==> config.mk <==
export PLATFORM = sky130hd
export DESIGN_NAME = sshash_front
export DESIGN_NICKNAME = d
export VERILOG_FILES = /design/src/hdl/sshash_pkg.sv /design/src/hdl/sshash_front.sv
export SDC_FILE = /design/constraint.sdc
export NUM_CORES = 1
export LEC_CHECK = 0
export CAP_MARGIN = 40
export CORE_UTILIZATION = 30
export CTS_CLUSTER_DIAMETER = 40
export CTS_CLUSTER_SIZE = 20
export DETAILED_ROUTE_END_ITERATION = 16
export DONT_BUFFER_PORTS = 1
export GPL_TIMING_DRIVEN = 0
export SLEW_MARGIN = 20
export SYNTH_ARGS = -nofsm -noshare
export SYNTH_HDL_FRONTEND = slang
export SYNTH_SLANG_ARGS = --single-unit
export TNS_END_PERCENT = 20
==> constraint.sdc <==
create_clock -name clk -period 8.7 [get_ports clk]
set_clock_uncertainty 0.05 [all_clocks]
set_input_delay 2.61 -clock clk [delete_from_list [all_inputs] [get_ports clk]]
set_output_delay 2.61 -clock clk [all_outputs]
set_load 0.02 [all_outputs]
==> src/hdl/sshash_pkg.sv <==
// shared types and constants for the subset-sum hash block
`default_nettype none

package sshash_pkg;

    // item kinds, same codes as the func field
    localparam logic [1:0] KIND_MATRIX = 2'd0;
    localparam logic [1:0] KIND_SALT   = 2'd1;
    localparam logic [1:0] KIND_BYTE   = 2'd2;
    localparam logic [1:0] KIND_FINISH = 2'd3;

    localparam int S_DATA_W = 88;
    localparam int S_USER_W = 2;
    localparam int M_DATA_W = 72;

    localparam logic [7:0] PAD_BYTE  = 8'h80;
    localparam int         LEN_BYTES = 16;

    localparam int FIFO_DEPTH = 4;
    localparam int FIFO_AW    = $clog2(FIFO_DEPTH);

    typedef struct packed {
        logic [1:0]  kind;
        logic [2:0]  row;
        logic [9:0]  col;
        logic [2:0]  sidx;
        logic [63:0] value;
        logic [7:0]  dbyte;
    } item_t;

endpackage

`default_nettype wire

==> src/hdl/sshash_front.sv <==
// input side: takes stream words, drops out-of-range writes, queues the rest
`default_nettype none

module sshash_front
    import sshash_pkg::*;
#(
    parameter int ROWS        = 8,
    parameter int COLUMNS     = 1024,
    parameter int BLOCK_BYTES = 64
)
(
    input  wire logic                clk,
    input  wire logic                rst_n,
    input  wire logic                s_tvalid,
    output logic                     s_tready,
    input  wire logic [S_DATA_W-1:0] s_tdata,
    input  wire logic [S_USER_W-1:0] s_tuser,
    output logic                     q_valid,
    output item_t                    q_item,
    input  wire logic                q_pop
);

    localparam int SW = (BLOCK_BYTES + 7) / 8;

    item_t                in_item;
    logic                 keep;
    logic                 push;
    item_t                fifo_reg [FIFO_DEPTH];
    logic [FIFO_AW-1:0]   wptr_reg, wptr_next;
    logic [FIFO_AW-1:0]   rptr_reg, rptr_next;
    logic [FIFO_AW:0]     cnt_reg, cnt_next;

    always_comb
    begin
        in_item.kind  = s_tuser[1:0];
        in_item.row   = s_tdata[2:0];
        in_item.col   = s_tdata[12:3];
        in_item.sidx  = s_tdata[15:13];
        in_item.value = s_tdata[79:16];
        in_item.dbyte = s_tdata[87:80];
    end

    always_comb
    begin
        case (in_item.kind)
            KIND_MATRIX: keep = (32'(in_item.row) < ROWS) && (32'(in_item.col) < COLUMNS);
            KIND_SALT:   keep = 32'(in_item.sidx) < SW;
            default:     keep = 1'b1;
        endcase
    end

    assign s_tready = cnt_reg != (FIFO_AW+1)'(FIFO_DEPTH);
    assign push     = s_tvalid && s_tready && keep;
    assign q_valid  = cnt_reg != '0;
    assign q_item   = fifo_reg[rptr_reg];

    always_comb
    begin
        wptr_next = push ? wptr_reg + FIFO_AW'(1) : wptr_reg;
        rptr_next = q_pop ? rptr_reg + FIFO_AW'(1) : rptr_reg;
        cnt_next  = cnt_reg + (FIFO_AW+1)'(push) - (FIFO_AW+1)'(q_pop);
    end

    always_ff @(posedge clk or negedge rst_n)
    begin
        if (!rst_n)
        begin
            wptr_reg <= '0;
            rptr_reg <= '0;
            cnt_reg  <= '0;
        end
        else
        begin
            wptr_reg <= wptr_next;
            rptr_reg <= rptr_next;
            cnt_reg  <= cnt_next;
        end
    end

    always_ff @(posedge clk)
    begin
        if (push)
        begin
            fifo_reg[wptr_reg] <= in_item;
        end
    end

endmodule

`default_nettype wire

==> flow_summary.toml, run 1 <==
[clocking]
holdBufCountCts = 0
clk_path_buf_depth = 3
clock_latency_ps = 550
htree_levels = 2
cts_resized = 0
cts_sinks = 367
cts.reportedPaths.clkPinSlew_ps = 60
cts_tree = "built"
cts_root_buf = "clkbuf_16"
post_cts.repair.setup_buffers = 0
cts_made_buffers = 43

[setup_path]
startpoint_type = "flop"
worstPathArrival_ps = 2170
end_kind = "primary output"
criticalPathCategory = "reg2out"
crit_required_ps = 6040
critPathMaxFanout = 10

[drt]
wire_per_inst_um = 21.8
drc = 0
avgViaCountPerCell = 4.55
vias = 5406
ant_nets = 0
first_iter_violations = 318
finalWirelength_mm = 25.9
first_pass_iters = 4

[final_layout]
num_antenna_cells = 0
mostFrequentLayoutCell = "edfxtp_1"
layout-drive-gt1-share_pct = 32.5
layout_common_cells = "edfxtp_1 (360), mux4_2 (90), clkbuf_16 (43)"
fin_cells = 1189
final_cell_area_um2 = 15800
nNetsFinal = 665
area_growth_pct = 17.5
largest_reg_flops = 360
final_util_pct = 35.7

[synth]
synth_cell_types = 19
synth_fp_nets = 612
ys_ff_latch = 367
synth_top_cell_area_share_pct = 80.4
ys_top_cells_by_area = "edfxtp_1 (80%), mux4_2 (15%), dfrtp_1 (1.3%)"
ys_warn_count = 0
synth.yosys.seq_area_share_pct = 81.7
avgSynthCellArea_um2 = 26.3
synth_largest_area_cell = "edfxtp_1"
syn-instance-count = 511
synth.cell_area_um2 = 13400

[sta]
slew_headroom_pct = 41.7
setup_tns_ps = 0
fin_crit_sh_pct = 55.5
period_minus_slack_ps = 4830
worstMarginPinSlew_ps = 873
grt_setup_unrepaired = "false"
setup_viol = 0
fmax_ghz = 0.207
hold_viol_final = 0
slew_violations = 0

[pwr]
power_leakage_nw = 4.96
ir_drop_v = 0.000325
powerDensity_nw_per_um2 = 369
total_power_w = 0.00583

[job]
maxCapViolations = 0

[grt]
grt_usage_pct = 11.4
grt_antenna_before_repair = 0
grt_max_degree = 40
grt_overflow = 0
first_global_vias = 5970
grt_pass1_wl_mm = 37.5

[placement]
io_buffers = 0
place_congestion = 0.664
hpwlAfterDp_mm = 17.1
place_area_um2 = 14400
dp_cells = 1111

[floorplan]
dieArea_um2 = 45700
io_pins = 186
initial_core_util_pct = 30.4
core_area_um2 = 44200
die_h_um = 214
die_w_um = 214
num_rows = 77

[outcome]
status = "finished clean"

[min_path]
min_path_type = "reg2reg"
## kinds of logic after synthesis
| kind of cell | synth area share [%] |
|---|---|
| AO/OA/AOI/OAI | 0.112 |
| buffers and inverters | 1.38 |
| AND/OR/NAND/NOR | 0.782 |
| multiplexers | 15.1 |
| XOR/XNOR | 0.261 |
| flip-flops | 81.7 |
| adder cells (fa/ha/maj) | 0.707 |
## cell type report
class	instances	area [um2]
clock buffer	45	1080
timing repair buffer	8	160
sequential	367	11000
multi-input combinational	117	2290
tap	592	741
fill	3969	28400
buffer	20	159
clock inverter	33	349
inverter	7	26.3
## worst max-delay path, cell delays in order, from the launching register on
cell	delay (ps)
dfrtp_1	310
buf_2	350
buf_2	430
mux4_2	510
## metal layers
| metal | vias up | global-route usage, % | part of all wire (%) |
|---|---|---|---|
| met3 | 55 | 4.41 | 8.7 |
| met5 | - | 0 | 0 |
| met4 | 0 | 5.86 | 3.6 |
| li1 | 2320 | - | - |
| met1 | 2851 | 12.8 | 38 |
| met2 | 180 | 18.9 | 50 |
## power by group
part / leakage, nW / switching (W) / internal (W) / total [W]
registers: 3.38 / 0.0000802 / 0.00233 / 0.00241
clock network: 0.703 / 0.000763 / 0.00101 / 0.00177
logic: 0.876 / 0.00105 / 0.000597 / 0.00165
total: 4.96 / 0.00190 / 0.00393 / 0.00583
## per-stage QoR
| step | setup slack (ps) | hold slack [ps] |
|---|---|---|
| final | 3870 | 552 |
| after global routing | 3670 | 609 |
| after CTS | 3700 | 554 |
| after detailed placement | 4320 | 541 |
| after global placement | 1950 | 501 |
| after floorplan | 3430 | 485 |
## final timing paths
kind | slack [ps] | depth (start not counted) | to | start
worst max-delay path | 3870 | 3 | q_item[82] | rptr_reg[1]
worst min-delay path | 550 | 1 | cnt_reg[2] | cnt_reg[1]
min in group asynchronous | 1690 | 0 | wptr_reg[1] | rst_n
max in group asynchronous | 6830 | 0 | rptr_reg[1] | rst_n
worst max register to register | 6310 | 6 | cnt_reg[1] | cnt_reg[1]
worst min register to register | 550 | 1 | cnt_reg[2] | cnt_reg[1]
## synth_stat cells
| cell type | number |
|---|---|
| nand2_1 | 2 |
| dfrtp_1 | 7 |
| o211ai_1 | 2 |
| buf_6 | 9 |
| fa_1 | 1 |
| nor3b_1 | 1 |
| inv_1 | 7 |
| or3_1 | 1 |
| and2b_1 | 1 |
| or4bb_1 | 2 |
| mux4_2 | 90 |
| buf_2 | 10 |
| ha_1 | 6 |
| xor2_1 | 1 |
| edfxtp_1 | 360 |
| buf_4 | 1 |
| nand2b_1 | 3 |
| xnor2_1 | 3 |
| and3b_1 | 4 |
Power figures use the tool's default switching activity.
==> run 2, diff against run 1 <==
- ABC_AREA: unset -> 1
- clock period: 8.7 -> 4 ns (I/O delays scaled with it)
==> flow_summary.toml, run 2 <==
[clocking]
holdBufCountCts = 0
clock_latency_ps = 590
cts_made_buffers = 59
cts_root_buf = "clkbuf_16"
cts_tree = "built"
post_cts.repair.setup_buffers = 0
cts.reportedPaths.clkPinSlew_ps = 60
clk_path_buf_depth = 3
cts_sinks = 367
htree_levels = 2
cts_resized = 0

[final_layout]
final_cell_area_um2 = 18000
nNetsFinal = 1282
mostFrequentLayoutCell = "edfxtp_1"
num_antenna_cells = 0
layout-drive-gt1-share_pct = 14.6
fin_cells = 1844
fill_cells = 4514
regArea_um2 = 11000
largest_reg_flops = 360
multi_input_area_um2 = 2590
layout_common_cells = "edfxtp_1 (360), nand2_1 (283), inv_1 (193)"
area_growth_pct = 22.2

[placement]
place_area_um2 = 15900
io_buffers = 0
place_congestion = 0.723
dp_cells = 1735
hpwlAfterDp_mm = 23.9

[setup_path]
worstPathCellList = "buf_4 > clkbuf_1 > o211ai_1 > nand2_1"
critPathMaxFanout = 10
r2r_cells = 7
end_kind = "primary output"
rr_endpoint = "fifo_reg[3][57]"
criticalPathCategory = "reg2out"
startpoint = "rptr_reg[1]"
worstPathArrival_ps = 2210
critPathSlowestCell = "clkbuf_1"
rrSetupSlack_ps = 1190
crit_required_ps = 2750
startpoint_type = "flop"
crit_path_max_incr_delay_ps = 560
r2r_start = "cnt_reg[1]"

[grt]
grt_usage_pct = 14.6
grt_max_degree = 22
first_global_vias = 8553
grt_antenna_before_repair = 0
grt_overflow = 0
grt_pass1_wl_mm = 53.8

[drt]
ant_nets = 0
wire_per_inst_um = 19.6
drc = 0
vias = 8475
finalWirelength_mm = 36.1
first_pass_iters = 4
first_iter_violations = 416
avgViaCountPerCell = 4.60

[synth]
synth.cell_area_um2 = 14700
synth.yosys.seq_area_share_pct = 74.8
ys_warn_count = 0
synth_cell_types = 15
synthArstFlopShare_pct = 1.91
ys_ff_latch = 367
ys_top_cells_by_count = "edfxtp_1 (360), nand2_1 (283), inv_1 (193)"
syn-instance-count = 1101
synth_fp_nets = 1202
synth-edff-count = 360
dominantRegCellSynth = "edfxtp_1"
avgSynthCellArea_um2 = 13.3
synth_top_cell_area_share_pct = 73.6
ys_top_cells_by_area = "edfxtp_1 (74%), o211ai_1 (9.2%), nand2_1 (7.2%)"
synth_largest_area_cell = "edfxtp_1"
yosys.cell_count.top_type = "edfxtp_1"

[floorplan]
num_rows = 80
die_h_um = 223
die_w_um = 223
core_area_um2 = 48000
dieArea_um2 = 49900
initial_core_util_pct = 30.6
io_pins = 186

[outcome]
status = "finished clean"

[sta]
worstMarginPinSlew_ps = 728
fin_crit_sh_pct = 86.5
fmax_ghz = 0.289
finalHoldWorstSlack_ps = 242
setup_viol = 0
period_minus_slack_ps = 3460
grt_setup_unrepaired = "false"
setup_tns_ps = 0
slew_headroom_pct = 51.4
slew_violations = 0
hold_viol_final = 0

[pwr]
powerDensity_nw_per_um2 = 856
ir_drop_v = 0.000468
power_leakage_nw = 6.86

[job]
maxCapViolations = 0

[min_path]
min_path_type = "in2async"
[run 2: power by group]
group | leakage (nW) | switching, W | internal, W
clock | 0.973 | 0.00196 | 0.00311
sequential | 3.38 | 0.000158 | 0.00505
combinational | 2.51 | 0.00376 | 0.00133
total | 6.86 | 0.00588 | 0.00948
[run 2: layout make-up]
cell class | count | area share [%]
sequential | 367 | 61.2
inverter | 195 | 4.08
clock inverter | 49 | 3.02
buffer | 59 | 2.31
multi-input combinational | 480 | 14.4
timing repair buffer | 19 | 2.47
tap | 615 | 4.29
clock buffer | 60 | 8.24
[run 2: worst max-delay path by stage]
| stage | end | depth (start not counted) |
|---|---|---|
| finish | q_item[13] | 4 |
| global route | q_item[13] | 4 |
| CTS | q_item[13] | 4 |
| detailed placement | fifo_reg[3][57] | 5 |
| global placement | fifo_reg[0][37] | 2 |
| floorplan | fifo_reg[0][0] | 2 |
[run 2: critical path, delay by kind of cell (launching register included)]
family	cells	cell delay, ps
buffers and inverters	2	750
AND/OR/NAND/NOR	1	340
flip-flops	1	320
AO/OA/AOI/OAI	1	180
[run 2: kinds of logic after synthesis]
family,share of synthesized area [%]
flops,74.8
simple gates,7.46
buf+inv,7.80
compound gates,9.20
fa+ha+maj,0.647
xor+xnor,0.119
[run 2: routing by layer]
layer | wire length (um) | vias up | track usage [%]
li1 | - | 4025 | -
met1 | 14400 | 4124 | 16.9
met2 | 17400 | 256 | 24.2
met3 | 3400 | 70 | 5.95
met4 | 962 | 0 | 5.35
met5 | 0 | - | 0
[run 2: metrics by stage]
stage | utilization, % | power, W | worst slack [ps]
final | 37.4 | 0.0154 | 542
after global routing | 37.4 | 0.0162 | 358
after CTS | 37.4 | 0.0156 | 421
after detailed placement | 33.2 | 0.0105 | 755
after global placement | 32.2 | 0.0103 | -2570
after floorplan | - | 0.00878 | -233
